$ cat config.mk
export PLATFORM = sky130hd
export DESIGN_NAME = sjf_task_scheduler
export DESIGN_NICKNAME = d
export VERILOG_FILES = /design/src/hw/rtl/sjf_pkg.sv /design/src/hw/rtl/sjf_task_scheduler.sv
export SDC_FILE = /design/constraint.sdc
export NUM_CORES = 1
export LEC_CHECK = 0
export BUFFER_PORTS_ARGS = -buffer_cell sky130_fd_sc_hd__buf_4
export CAP_MARGIN = 30
export CORE_ASPECT_RATIO = 1.2
export CORE_MARGIN = 4
export CORE_UTILIZATION = 25
export CTS_CLUSTER_SIZE = 25
export DETAILED_ROUTE_END_ITERATION = 7
export HOLD_SLACK_MARGIN = 0.08
export PLACE_DENSITY = 0.36
export RECOVER_POWER = 100
export SLEW_MARGIN = 20
export SYNTH_ARGS = -nofsm -noshare
export SYNTH_HDL_FRONTEND = slang
export SYNTH_SLANG_ARGS = --single-unit
$ cat constraint.sdc
create_clock -name clk -period 5.9 [get_ports clk]
set_input_delay 1.18 -clock clk [delete_from_list [all_inputs] [get_ports clk]]
set_output_delay 1.18 -clock clk [all_outputs]
set_load 0.05 [all_outputs]
$ cat src/hw/rtl/sjf_pkg.sv
package sjf_pkg;

	localparam int TASK_SLOTS = 16;
	localparam int IDX_W = (TASK_SLOTS > 1) ? $clog2(TASK_SLOTS) : 1;
	localparam int CNT_W = $clog2(TASK_SLOTS + 1);

	typedef enum logic [2:0] {
		EV_ADD      = 3'd0,
		EV_DISPATCH = 3'd1,
		EV_YIELD    = 3'd2,
		EV_BLOCK    = 3'd3,
		EV_EXIT     = 3'd4,
		EV_WAKE     = 3'd5
	} event_t;

	typedef enum logic [2:0] {
		RES_OK           = 3'd0,
		RES_FULL         = 3'd1,
		RES_NO_READY     = 3'd2,
		RES_NONE_RUNNING = 3'd3,
		RES_WAKE_IGNORED = 3'd4,
		RES_BUSY         = 3'd5
	} result_t;

	typedef enum logic [1:0] {
		TS_READY    = 2'd0,
		TS_RUNNING  = 2'd1,
		TS_BLOCKED  = 2'd2,
		TS_FINISHED = 2'd3
	} task_state_t;

	typedef enum logic [2:0] {
		S_IDLE,
		S_START,
		S_SCAN,
		S_PICK,
		S_SEL,
		S_RMW,
		S_RESP
	} fsm_t;

	typedef struct packed {
		logic [2:0]  mode;
		logic [31:0] burst;
		logic [3:0]  task_id;
	} in_item_t;

	typedef struct packed {
		logic [2:0] status;
		logic [3:0] chosen_id;
		logic       first_start;
	} out_item_t;

	typedef struct packed {
		logic        started;
		task_state_t state;
		logic [31:0] burst;
	} slot_entry_t;

	function automatic logic [3:0] to_id(input logic [IDX_W-1:0] slot);
		logic [IDX_W+3:0] ext;
		ext = {4'b0000, slot};
		return ext[3:0];
	endfunction

endpackage

$ cat src/hw/rtl/sjf_task_scheduler.sv
// From input transfer to result transfer: START then RESP for add, unknown events and events
// refused at the first check (dispatch while running or with an empty table, yield, block
// or exit with nothing running, wake of an unused slot).
// Yield, block, exit and wake of a used slot: START, RMW, RESP (one read-modify-write of the table).
// Dispatch with used slots: START, SCAN of every used slot, PICK, SEL, RESP; one comparator, one slot a cycle.
// One event at a time: the next input transfer is taken on return to idle.
// Reset (arst_n low, asynchronous): table empty, no task running, no result pending.
module sjf_task_scheduler (
	input  logic                 clk,
	input  logic                 arst_n,
	input  logic                 in_valid,
	output logic                 in_ready,
	input  sjf_pkg::in_item_t    in_data,
	output logic                 out_valid,
	input  logic                 out_ready,
	output sjf_pkg::out_item_t   out_data
);

	sjf_pkg::fsm_t state_q, state_d;

	logic [2:0]                  mode_q;
	logic [31:0]                 burst_q;
	logic [3:0]                  tid_q;
	logic [sjf_pkg::IDX_W-1:0]   idx_q;
	logic                        cmp_vld_q;
	logic [sjf_pkg::IDX_W-1:0]   cmp_idx_q;
	logic                        found_q;
	logic [sjf_pkg::IDX_W-1:0]   best_q;
	logic [31:0]                 best_burst_q;
	logic                        best_started_q;
	logic [sjf_pkg::CNT_W-1:0]   used_q;
	logic                        run_vld_q;
	logic [sjf_pkg::IDX_W-1:0]   run_slot_q;
	sjf_pkg::out_item_t          res_q;
	logic                        out_valid_q;
	sjf_pkg::out_item_t          out_q;
	sjf_pkg::slot_entry_t        rd_q;

	sjf_pkg::slot_entry_t        slot_mem [sjf_pkg::TASK_SLOTS];

	logic [sjf_pkg::IDX_W-1:0]   rd_addr;
	logic                        wr_en;
	logic [sjf_pkg::IDX_W-1:0]   wr_addr;
	sjf_pkg::slot_entry_t        wr_data;
	logic                        res_ld;
	sjf_pkg::out_item_t          res_d;
	logic                        used_inc;
	logic                        run_set;
	logic                        run_clr;
	logic                        scan_clr;
	logic                        scan_last;
	logic                        wake_ok;
	logic                        in_xfer;
	logic                        out_load;
	logic [sjf_pkg::IDX_W+3:0]   tid_ext;
	sjf_pkg::task_state_t        leave_state;

	assign in_ready  = (state_q == sjf_pkg::S_IDLE);
	assign in_xfer   = in_valid && in_ready;
	assign out_valid = out_valid_q;
	assign out_data  = out_q;
	assign out_load  = (state_q == sjf_pkg::S_RESP) && (!out_valid_q || out_ready);

	assign scan_last = ((sjf_pkg::CNT_W'(idx_q) + sjf_pkg::CNT_W'(1)) == used_q);
	assign wake_ok   = ({{sjf_pkg::CNT_W{1'b0}}, tid_q} < {4'b0000, used_q});
	assign tid_ext   = {{sjf_pkg::IDX_W{1'b0}}, tid_q};

	always_comb begin
		case (mode_q)
			sjf_pkg::EV_YIELD: begin
				leave_state = sjf_pkg::TS_READY;
			end
			sjf_pkg::EV_BLOCK: begin
				leave_state = sjf_pkg::TS_BLOCKED;
			end
			default: begin
				leave_state = sjf_pkg::TS_FINISHED;
			end
		endcase
	end

	// next state
	always_comb begin
		state_d = state_q;
		case (state_q)
			sjf_pkg::S_IDLE: begin
				if (in_xfer)
					state_d = sjf_pkg::S_START;
			end
			sjf_pkg::S_START: begin
				state_d = sjf_pkg::S_RESP;
				case (mode_q)
					sjf_pkg::EV_DISPATCH: begin
						if (!run_vld_q && used_q != '0)
							state_d = sjf_pkg::S_SCAN;
					end
					sjf_pkg::EV_YIELD, sjf_pkg::EV_BLOCK, sjf_pkg::EV_EXIT: begin
						if (run_vld_q)
							state_d = sjf_pkg::S_RMW;
					end
					sjf_pkg::EV_WAKE: begin
						if (wake_ok)
							state_d = sjf_pkg::S_RMW;
					end
					default: begin
						state_d = sjf_pkg::S_RESP;
					end
				endcase
			end
			sjf_pkg::S_SCAN: begin
				if (scan_last)
					state_d = sjf_pkg::S_PICK;
			end
			sjf_pkg::S_PICK: begin
				state_d = sjf_pkg::S_SEL;
			end
			sjf_pkg::S_SEL: begin
				state_d = sjf_pkg::S_RESP;
			end
			sjf_pkg::S_RMW: begin
				state_d = sjf_pkg::S_RESP;
			end
			sjf_pkg::S_RESP: begin
				if (out_load)
					state_d = sjf_pkg::S_IDLE;
			end
			default: begin
				state_d = sjf_pkg::S_IDLE;
			end
		endcase
	end

	// outputs of the sequencer
	always_comb begin
		rd_addr   = idx_q;
		wr_en     = 1'b0;
		wr_addr   = used_q[sjf_pkg::IDX_W-1:0];
		wr_data   = rd_q;
		res_ld    = 1'b0;
		res_d     = '0;
		used_inc  = 1'b0;
		run_set   = 1'b0;
		run_clr   = 1'b0;
		scan_clr  = 1'b0;
		case (state_q)
			sjf_pkg::S_START: begin
				scan_clr = 1'b1;
				case (mode_q)
					sjf_pkg::EV_ADD: begin
						res_ld = 1'b1;
						if (used_q >= sjf_pkg::CNT_W'(sjf_pkg::TASK_SLOTS)) begin
							res_d.status = sjf_pkg::RES_FULL;
						end else begin
							wr_en           = 1'b1;
							wr_data.started = 1'b0;
							wr_data.state   = sjf_pkg::TS_READY;
							wr_data.burst   = burst_q;
							res_d.chosen_id = sjf_pkg::to_id(used_q[sjf_pkg::IDX_W-1:0]);
							used_inc        = 1'b1;
						end
					end
					sjf_pkg::EV_DISPATCH: begin
						if (run_vld_q) begin
							res_ld       = 1'b1;
							res_d.status = sjf_pkg::RES_BUSY;
						end else if (used_q == '0) begin
							res_ld       = 1'b1;
							res_d.status = sjf_pkg::RES_NO_READY;
						end
					end
					sjf_pkg::EV_YIELD, sjf_pkg::EV_BLOCK, sjf_pkg::EV_EXIT: begin
						rd_addr = run_slot_q;
						if (!run_vld_q) begin
							res_ld       = 1'b1;
							res_d.status = sjf_pkg::RES_NONE_RUNNING;
						end
					end
					sjf_pkg::EV_WAKE: begin
						rd_addr = tid_ext[sjf_pkg::IDX_W-1:0];
						if (!wake_ok) begin
							res_ld       = 1'b1;
							res_d.status = sjf_pkg::RES_WAKE_IGNORED;
						end
					end
					default: begin
						res_ld = 1'b1;
					end
				endcase
			end
			sjf_pkg::S_SEL: begin
				res_ld = 1'b1;
				if (!found_q) begin
					res_d.status = sjf_pkg::RES_NO_READY;
				end else begin
					wr_en             = 1'b1;
					wr_addr           = best_q;
					wr_data.started   = 1'b1;
					wr_data.state     = sjf_pkg::TS_RUNNING;
					wr_data.burst     = best_burst_q;
					res_d.chosen_id   = sjf_pkg::to_id(best_q);
					res_d.first_start = !best_started_q;
					run_set           = 1'b1;
				end
			end
			sjf_pkg::S_RMW: begin
				res_ld = 1'b1;
				if (mode_q == sjf_pkg::EV_WAKE) begin
					wr_addr = tid_ext[sjf_pkg::IDX_W-1:0];
					if (rd_q.state == sjf_pkg::TS_BLOCKED) begin
						wr_en         = 1'b1;
						wr_data.state = sjf_pkg::TS_READY;
					end else begin
						res_d.status = sjf_pkg::RES_WAKE_IGNORED;
					end
				end else begin
					wr_en         = 1'b1;
					wr_addr       = run_slot_q;
					wr_data.state = leave_state;
					run_clr       = 1'b1;
				end
			end
			default: begin
				rd_addr = idx_q;
			end
		endcase
	end

	always_ff @(posedge clk) begin
		if (wr_en)
			slot_mem[wr_addr] <= wr_data;
		rd_q <= slot_mem[rd_addr];
	end

	always_ff @(posedge clk) begin
		if (in_xfer) begin
			mode_q  <= in_data.mode;
			burst_q <= in_data.burst;
			tid_q   <= in_data.task_id;
		end
		if (res_ld)
			res_q <= res_d;
		if (out_load)
			out_q <= res_q;
		cmp_idx_q <= idx_q;
		if (cmp_vld_q && rd_q.state == sjf_pkg::TS_READY &&
				(!found_q || rd_q.burst < best_burst_q)) begin
			best_q         <= cmp_idx_q;
			best_burst_q   <= rd_q.burst;
			best_started_q <= rd_q.started;
		end
	end

	always_ff @(posedge clk or negedge arst_n) begin
		if (!arst_n) begin
			state_q     <= sjf_pkg::S_IDLE;
			idx_q       <= '0;
			cmp_vld_q   <= 1'b0;
			found_q     <= 1'b0;
			used_q      <= '0;
			run_vld_q   <= 1'b0;
			run_slot_q  <= '0;
			out_valid_q <= 1'b0;
		end else begin
			state_q   <= state_d;
			cmp_vld_q <= (state_q == sjf_pkg::S_SCAN);
			if (scan_clr) begin
				idx_q   <= '0;
				found_q <= 1'b0;
			end else if (state_q == sjf_pkg::S_SCAN) begin
				idx_q <= idx_q + sjf_pkg::IDX_W'(1);
			end
			if (cmp_vld_q && rd_q.state == sjf_pkg::TS_READY)
				found_q <= 1'b1;
			if (used_inc)
				used_q <= used_q + sjf_pkg::CNT_W'(1);
			if (run_set) begin
				run_vld_q  <= 1'b1;
				run_slot_q <= best_q;
			end else if (run_clr) begin
				run_vld_q  <= 1'b0;
				run_slot_q <= '0;
			end
			if (out_load)
				out_valid_q <= 1'b1;
			else if (out_ready)
				out_valid_q <= 1'b0;
		end
	end

	a_used_bound: assert property (@(posedge clk) disable iff (!arst_n)
		used_q <= sjf_pkg::CNT_W'(sjf_pkg::TASK_SLOTS))
		else $error("slot count beyond table size");

	a_run_rise: assert property (@(posedge clk) disable iff (!arst_n)
		$rose(run_vld_q) |-> $past(state_q == sjf_pkg::S_SEL) &&
			res_q.status == sjf_pkg::RES_OK)
		else $error("task started running outside of dispatch");

	a_run_fall: assert property (@(posedge clk) disable iff (!arst_n)
		$fell(run_vld_q) |-> $past(state_q == sjf_pkg::S_RMW) &&
			$past(mode_q != sjf_pkg::EV_WAKE))
		else $error("running task left without yield, block or exit");

	a_best_in_table: assert property (@(posedge clk) disable iff (!arst_n)
		(state_q == sjf_pkg::S_SEL && found_q) |->
			sjf_pkg::CNT_W'(best_q) < used_q)
		else $error("dispatch chose an unused slot");

	a_one_result: assert property (@(posedge clk) disable iff (!arst_n)
		in_xfer |-> !$past(state_q == sjf_pkg::S_RESP) || $past(out_load))
		else $error("new event taken with result still unsent");

endmodule

* Word level (Yosys, flattened, before mapping)
Memories as Yosys holds them, arrays and structs flattened. A register that Yosys moved wholly into a read port is not among the register bits. Cells that the tools add are included. W data, S select, Z words.
Word-level totals: input bits 43, memories 1, logic and storage cells 133, bits in writable memories 560, register bits 116, output and inout port bits 10
Operators by class: magnitude comparators 3, add/subtract/negate cells 3, reductions and logical operators 24, mux-type cells 65, eq/ne operators 16
Memories:
- slot_mem | words 16, bits a word 35, rd ports 1, clocked after Yosys merged registers in 1, wr ports 1, line sjf_task_scheduler.sv:39 | sjf_pkg::slot_entry_t slot_mem [sjf_pkg::TASK_SLOTS];
Operators by type and width (count):
- $mux W35 | 3
- $pmux W32 S2 | 1
- $mux W4 | 9
- $lt A32 B32 Y1 | 1
- $mux W3 | 8
- $pmux W4 S2 | 3
- $mux W1 | 23
- $pmux W3 S3 | 2
- $pmux W3 S6 | 1
- $eq A3 B3 Y1 const B | 5
- $mux W2 | 7
- $eq A3 B2 Y1 const B | 4
- $pmux W3 S4 | 1
- $reduce_bool A2 Y1 | 4
- $eq A3 B1 Y1 const B | 2
- $logic_not A3 Y1 | 2
- $pmux W1 S3 | 2
- $pmux W2 S3 | 1
- $add A4 B1 Y5 const B | 1
- $add A5 B1 Y5 const B | 1
- $eq A5 B5 Y1 | 1
- $ge A5 B5 Y1 const B | 1
- $logic_and A1 B1 Y1 | 5
- $logic_not A5 Y1 | 1
- 16 further kinds | 22

* Logic depth before layout (Yosys ltp)
Gate-level depths: netlist of the first run.
depth after elaboration 6, depth in mapped cells 11, gate-level depth less buffers 9

* Least setup slack after synthesis of the first run
Ideal clock, no wire load.
kind reg2reg, start register best_burst_q[25], end register best_burst_q[0], enable pin, stages on the path, launching flop included 10, setup time 0.483 ns, clock period less this slack 4.855 ns, required time 5.417 ns, buffers on the path 0, path slack 1.045 ns, data arrival time 4.372 ns, cells stage by stage edfxtp_1 inv_1 ha_1 a21o_1 a21o_1 a21oi_1 nor2_1 a2111oi_0 o211ai_1 o21ai_0
Between the ends: longest elaborated chain between the ends 3
Ends and longest elaborated chain:
- from (decl) | line sjf_task_scheduler.sv:29 | logic [31:0] best_burst_q;
- from (signal assigned) | line sjf_task_scheduler.sv:248 | best_burst_q <= rd_q.burst;
- $lt A32 B32 Y1 | line sjf_task_scheduler.sv:246 | (!found_q || rd_q.burst < best_burst_q)) begin
- $logic_or A1 B1 Y1 | line sjf_task_scheduler.sv:246
- $logic_and A1 B1 Y1 | line sjf_task_scheduler.sv:245 | if (cmp_vld_q && rd_q.state == sjf_pkg::TS_READY &&
Every way passes these cells. A chain may end at the register's enable or synchronous reset.

* Final worst setup path of the first run
start register state_q[0], end memory slot_mem[4][25] in the netlist's numbering, enable pin
Between the ends: longest elaborated chain between the ends 4, elaborated cells between the ends (all ways) 7, classes of those cells 3 x eq/ne; 4 x mux
Ends and longest elaborated chain:
- from (decl) | line sjf_task_scheduler.sv:19 | sjf_pkg::fsm_t state_q, state_d;
- from (signal assigned) | line sjf_task_scheduler.sv:255 | state_q <= sjf_pkg::S_IDLE;
- from (signal assigned) | line sjf_task_scheduler.sv:264 | state_q <= state_d;
- $eq A3 B3 Y1 / $eq A3 B1 Y1 (equally long branches) | line sjf_task_scheduler.sv:145 | case (state_q)
- $pmux W1 S3 | line sjf_task_scheduler.sv:145
- $mux W1 | line sjf_task_scheduler.sv:229 | if (wr_en)
- $mux W1 (implied by the code) | line sjf_task_scheduler.sv:230 | slot_mem[wr_addr] <= wr_data;
- to (decl) | line sjf_task_scheduler.sv:39
Parallel ways exist; a longest one is shown, timed or not.

==> metrics.cfg, run 1 <==
[routing]
viasPerCell = 4.575
totalWireLength_mm = 83.06
wl_per_cell_microns = 23.84
first_iter_violations = 1328
vias = 15940
drtPass1Iterations = 7
post-route-drc-count = 0
ant_nets = 0

[clock_network]
clk_pin_slew_worst_paths_ns = 0.06
clk_latency_ns = 0.66
cts_made_buffers = 82
cts_max_path_buffers = 3
cts_setup_buffers = 0
cts_root_buf = clkbuf_16
clkSinkCount = 711
ctsHoldBuffers = 0
post_cts_resize_count = 0
tritoncts = yes
htreeDepth = 3

[sta]
maxSlewHeadroom_pct = -101.2
period_needed_ns = 4.684
setup_violations = 0
tightest_slew_ns = 3.017
max_freq_ghz = 0.2135
layout_setup_ws_ns = 1.216
grt_setup_unrepaired = false
drv_slew = 383
hold_violations = 0
fin_crit_sh_pct = 79.39
final.setup.tns_ns = 0
skew_ns = 0.03982

[logic_synthesis]
synth_fa_ha_area_share_pct = 1.588
ys_seq_elements = 711
synth_top_family_by_area = multiplexers
muxShareOfSynthArea_pct = 11.17
syn_area_per_cell_sq_um = 16.06
syn_area_sq_um = 29160
yosys_most_used_dff = edfxtp_1
yosysSeqAreaShare_pct = 71.55
postSynth.asyncResetShare_pct = 2.813
synth-edff-count = 652
ys_warn_count = 0
synth_nets = 1895
synth_cell_type_count = 62
synthCells = 1815
synthSimpleGateAreaFrac_pct = 4.712
synthXorXnorAreaFrac_pct = 0.2403
synth_compound_area_share_pct = 7.592

[placed_design]
port_buffers = 52
pre_cts_ws_ns = 2.032
place_congestion = 0.7925
dp_hpwl_mm = 47.00

[critical_path]
crit_type = flop to flop
r2r_slack_ns = 1.22
cp-endpoint = slot_mem[4][25]
critPathMaxFanout = 27
cp.arrival_ns = 4.93
reg2reg_to = slot_mem[4][25]
startpoint_type = flop
endpoint_kind = flop
required_ns = 6.15
r2r-start = state_q[0]
r2r.worst_path.cells = 7
cp-startpoint = state_q[0]

[floorplan]
die_area_sq_um = 122200
fp.coreArea_sq_um = 116000
die_w_microns = 319.7
fp.dieH_microns = 382.1
rows = 137
io_pins = 53
initial_core_util_pct = 25.12

[global_route]
antenna_found_initial = 2
grt_pass1_wl_mm = 120.3
grt_start_max_net_pins = 150
grt_pass1_vias = 16720
grt-ovfl-total = 0
grt_use_total_pct = 13.43

[pwr]
combPwrFrac_pct = 29.5
p_sw_share_pct = 34.02
totalPowerFinal_mw = 17.29
power.switching_mw = 5.883
intPower_mw = 11.41
seq_power_share_pct = 42.0
ir_drop_v = 0.0004595
power.share.clock_pct = 28.5
powerDensity_nw_per_um2 = 511.6
p_leak_nw = 11.83

[status]
status = finished, violations left
violations = max-capacitance violations, max-slew violations

[finish]
fillers = 11550
area_growth_pct = 15.95
final-seq-area_sq_um = 20860
multi_input_area_sq_um = 7523
drive_gt1_share_pct = 17.55
final_net_count = 1969

[job]
cap_violations = 11

[min_path]
hold_class = flop to flop

==> cell usage after synthesis (6+ instances only) <==
| cell | instances | area share, % |
|---|---|---|
| a21o_1 | 11 | 0.28 |
| a21oi_1 | 24 | 0.41 |
| a222oi_1 | 32 | 1.1 |
| buf_2 | 41 | 0.70 |
| buf_6 | 22 | 0.85 |
| clkbuf_1 | 36 | 0.46 |
| dfrtp_1 | 20 | 1.7 |
| dfxtp_1 | 39 | 2.7 |
| edfxtp_1 | 652 | 67 |
| ha_1 | 37 | 1.6 |
| inv_1 | 76 | 0.98 |
| mux2_1 | 10 | 0.39 |
| mux2_2 | 81 | 3.1 |
| mux2_4 | 50 | 2.6 |
| mux2i_1 | 148 | 5.1 |
| nand2_1 | 175 | 2.3 |
| nand3_1 | 12 | 0.21 |
| nand4_1 | 41 | 0.88 |
| nor2_1 | 37 | 0.48 |
| nor2b_1 | 8 | 0.17 |
| o211ai_1 | 124 | 3.2 |
| o211ai_2 | 18 | 0.77 |
| o21ai_0 | 27 | 0.46 |
| o22ai_1 | 10 | 0.21 |
| xnor2_1 | 6 | 0.18 |
==> per-layer routing <==
layer	track usage, %	part of all wire, %	vias up
met5	0	0	-
met4	4.032	2.1	0
met3	2.073	3.8	99
met1	18.08	46	8292
met2	22.34	48	341
li1	-	-	7208
==> power groups by stage <==
stage | Sequential, mW | Clock (mW) | Combinational [mW]
after CTS | 7.25 | 5.11 | 5.30
after floorplan | 7.15 | 0 | 3.56
after global routing | 7.32 | 5.31 | 5.63
final | 7.26 | 4.93 | 5.10
after detailed placement | 7.35 | 0 | 5.29
after global placement | 7.35 | 0 | 5.27
==> metrics by stage <==
stage          cells  cell area [sq um]  utilization, %  hold slack (ns)
2_1_floorplan   1815              29160               -           0.3454
3_3_place_gp    3333              31430           27.08           0.3870
3_5_place_dp    3334              31440           27.09           0.3913
4_1_cts         3483              34030           29.32           0.3400
5_1_grt         3483              33800           29.13           0.4108
6_report        3484              33800           29.13           0.4028
==> registers in the layout, indices dropped and copies added, names as in the netlist, 5 cells and up <==
signal	cells
best_burst_q	32
used_q	5
burst_q	32
out_data	8
rd_q	35
res_q	8
slot_mem	560
==> how the worst min path moves through the flow <==
stage	from	to	slack (ns)	cells past startpoint
after floorplan	idx_q[2]	cmp_idx_q[2]	0.35	0
after global placement	cmp_idx_q[1]	best_q[1]	0.39	0
after detailed placement	cmp_idx_q[1]	best_q[1]	0.39	0
after CTS	arst_n	run_slot_q[0]	0.34	1
after global routing	cmp_idx_q[1]	best_q[1]	0.41	0
final	cmp_idx_q[1]	best_q[1]	0.40	0
==> area by class of cell <==
type	instances	share of cell area, %
antenna	1	0.007402
tap	1529	5.659
sequential	711	61.71
inverter	76	0.8439
clock buffer	111	6.792
timing repair buffer	96	1.888
multi-input combinational	922	22.26
clock inverter	38	0.8476
==> critical path, stage by stage (launching register included) <==
cell and delay [ns]:
dfrtp_1 0.83, clkbuf_1 0.51, nor2_1 0.16, nor2_1 0.44, o22a_1 0.23, nand2_1 0.18, nor2_1 0.83, clkbuf_2 1.07
==> cells in the final DEF, fill, tap and decap left out, types with 6 or more instances in the layout <==
cell type	count
ha_1	37
nand2_1	175
a21oi_1	24
o21ai_0	26
a21o_1	11
mux2_1	14
clkbuf_4	39
o211ai_2	18
o211ai_1	124
clkinv_1	19
o22ai_1	9
clkbuf_16	86
edfxtp_1	652
nor2_1	26
nand3_1	12
mux2_2	81
clkinv_2	11
nand4_1	41
mux2i_1	148
buf_4	16
clkbuf_1	52
dfrtp_1	20
inv_1	76
nor2b_1	8
mux2_4	46
a222oi_1	32
nor2_4	11
xnor2_1	6
dfxtp_1	39
==> kinds of logic after synthesis <==
group,count (synthesis)
buf+inv,182
xor+xnor,8
compound gates,285
simple gates,303
fa+ha+maj,37
mux,289
flops,711
(Power assumes the default switching activity.)
==> inputs of run 2 (changes only) <==
- ABC_AREA: not set -> 1
- clock period: 5.9 -> 4.6 ns (I/O delays scaled with it)
==> run 2 against run 1 <==
Compared with the run above:
- the run still ends with max-capacitance violations, max-slew violations left
- combinational power increased by 67%
- setup slack got worse by 0.57 ns
- critical path depth increased by 3
- first-iteration DRC count increased by 9.5%
- via count increased by 30%
- non-clock buffer count increased by 45
- register-to-register slack got worse by 0.57 ns
- fmax increased by 18%
- cell area increased by 8.1%
- largest cell class unchanged
==> metrics.cfg, run 2 <==
[clock_network]
ctsHoldBuffers = 0
clkSinkCount = 711
tritoncts = yes
cts_made_buffers = 83
post_cts_resize_count = 0
cts_max_path_buffers = 3
clk_pin_slew_worst_paths_ns = 0.06
cts_setup_buffers = 0
cts_root_buf = clkbuf_16
clk_latency_ns = 0.68
htreeDepth = 3

[finish]
design_area_sq_um = 36540
largest_reg_flops = 560
top_regs = slot_mem (560), rd_q (35)
final_net_count = 3060
mostFrequentLayoutCell = nand3_1
largest_register = slot_mem
drive_gt1_share_pct = 8.730
stdcell_count = 4692
area_growth_pct = 17.47
layout_common_cells = nand3_1, edfxtp_1, inv_1

[logic_synthesis]
postSynth.asyncResetShare_pct = 2.813
yosys.cell_count.top_type = nand3_1
syn_area_sq_um = 31100
synth-edff-count = 652
yosysSeqAreaShare_pct = 67.07
ys_warn_count = 0
yosys_most_used_dff = edfxtp_1
synth_top_area_share_pct = 62.95
synth_nets = 2981
syn_area_per_cell_sq_um = 10.72
synthTopCellsByArea = edfxtp_1, nand3_1, inv_1
synth_top_area_cell = edfxtp_1
ys_top_cells_by_count = nand3_1, edfxtp_1, inv_1, nand2_1, buf_2
ys_seq_elements = 711
synth_cell_type_count = 41
synthCells = 2901

[critical_path]
r2r-start = state_q[1]
cp.arrival_ns = 4.30
endpoint_kind = flop
critPathTopFamily = simple AND/OR/NAND/NOR gates
required_ns = 4.94
slowest_stage = nor2_2
crit_top_cell = inv_1
cp_num_cells = 10
cp-startpoint = state_q[1]
cp-endpoint = slot_mem[11][10]
r2r_slack_ns = 0.65
critPathMaxFanout = 23
r2r.worst_path.cells = 10
reg2reg_to = slot_mem[11][10]
crit_path_max_incr_delay_ns = 0.92
cp_num_buf_inv = 4
startpoint_type = flop
crit_chain = inv_1, nand2_1, nor2_1, inv_1, nor2_1, inv_1, nand2_1, nand3_1, nor2_2, buf_12
crit_type = flop to flop

[global_route]
grt_start_max_net_pins = 149
grt-ovfl-total = 0
grt_pass1_wl_mm = 143.6
grt_pass1_vias = 20710
antenna_found_initial = 2
grt_use_total_pct = 14.89

[floorplan]
rows = 141
die_w_microns = 330.0
initial_core_util_pct = 25.22
die_area_sq_um = 130100
fp.coreArea_sq_um = 123300
io_pins = 53
fp.dieH_microns = 394.4

[status]
violations = max-capacitance violations, max-slew violations
status = finished, violations left

[pwr]
p_leak_nw = 14.78
powerDensity_nw_per_um2 = 678.9
ir_drop_v = 0.0003545
totalPowerFinal_mw = 24.80

[sta]
holdWs_ns = 0.4052
maxSlewHeadroom_pct = -28.16
period_needed_ns = 3.954
final.setup.tns_ns = 0
grt_setup_unrepaired = false
max_freq_ghz = 0.2529
fin_crit_sh_pct = 85.96
tightest_slew_ns = 1.915
hold_violations = 0
setup_violations = 0
drv_slew = 34
skew_ns = 0.02736

[placed_design]
dp_cells = 4539
placed_area_sq_um = 33980
place_congestion = 0.8101
port_buffers = 52
dp_hpwl_mm = 56.51

[min_path]
hold_depth = 0
hold_class = flop to flop

[routing]
drtPass1Iterations = 5
vias = 20760
first_iter_violations = 1454
topRoutingLayerUsed = met4
viasPerCell = 4.424
totalWireLength_mm = 97.54
post-route-drc-count = 0
wl_met2_mm = 46.48
route.layer.met1.wl_mm = 44.07
dr_wl_met3_mm = 4.440
wl_per_cell_microns = 20.79
ant_nets = 0

[job]
cap_violations = 2

## run 2: cell types whose count changed in the layout (fill, tap and decap cells not counted), sizes merged, moves of 66 or more
cell	delta
inv	+534
mux2	-141
mux2i	-148
nand2	+246
nand3	+668
nand3b	+66
o211ai	-140
## run 2: worst min path at each step
| stage | slack, ns | endpoint | startpoint |
|---|---|---|---|
| 6_report | 0.41 | best_q[0] | cmp_idx_q[0] |
| 5_1_grt | 0.41 | burst_q[9] | in_data[13] |
| 3_5_place_dp | 0.39 | best_q[2] | cmp_idx_q[2] |
| 4_1_cts | 0.09 | out_valid | arst_n |
| 2_1_floorplan | 0.37 | cmp_idx_q[3] | idx_q[3] |
| 3_3_place_gp | 0.39 | best_q[0] | cmp_idx_q[0] |
## run 2: worst reg2reg max path: stages (launching register included)
cell and delay (ns):
dfrtp_1 0.45, inv_1 0.16, nand2_1 0.10, nor2_1 0.47, inv_1 0.32, nor2_1 0.21
inv_1 0.13, nand2_1 0.18, nand3_1 0.32, nor2_2 0.93, buf_12 0.32
## run 2: kinds of logic after synthesis
logic type               Yosys count  synth area share (%)
XOR/XNOR                           7                0.1971
AO/OA/AOI/OAI                    151                 2.856
AND/OR/NAND/NOR                 1237                 18.71
buffers and inverters            758                 9.679
flip-flops                       711                 67.07
adder cells (fa/ha/maj)           37                 1.488
## run 2: layout make-up
cell class                 instances  area, sq um
sequential                       711        20860
fill                           12720        86780
antenna                            1        2.502
inverter                         611         2297
multi-input combinational       1432         7415
tap                             1644         2057
timing repair buffer             141         1055
clock buffer                     119         2436
clock inverter                    33        412.9
## run 2: power by group
part	switching (mW)	internal (mW)	total, mW
Clock	2.75	4.14	6.88
Sequential	0.380	9.00	9.38
Combinational	6.40	2.14	8.54
## run 2: routing by layer
metal,vias up,track usage [%]
met5,-,0
met4,0,4.875
met3,123,2.341
met2,481,24.44
met1,10280,20.09
li1,9876,-
## run 2: stage by stage
stage,util [%],setup slack (ns)
detailed placement,27.55,0.9358
global route,29.62,0.3361
floorplan,-,0.9704
finish,29.63,0.6461
CTS,29.86,0.8643
global placement,27.51,1.044
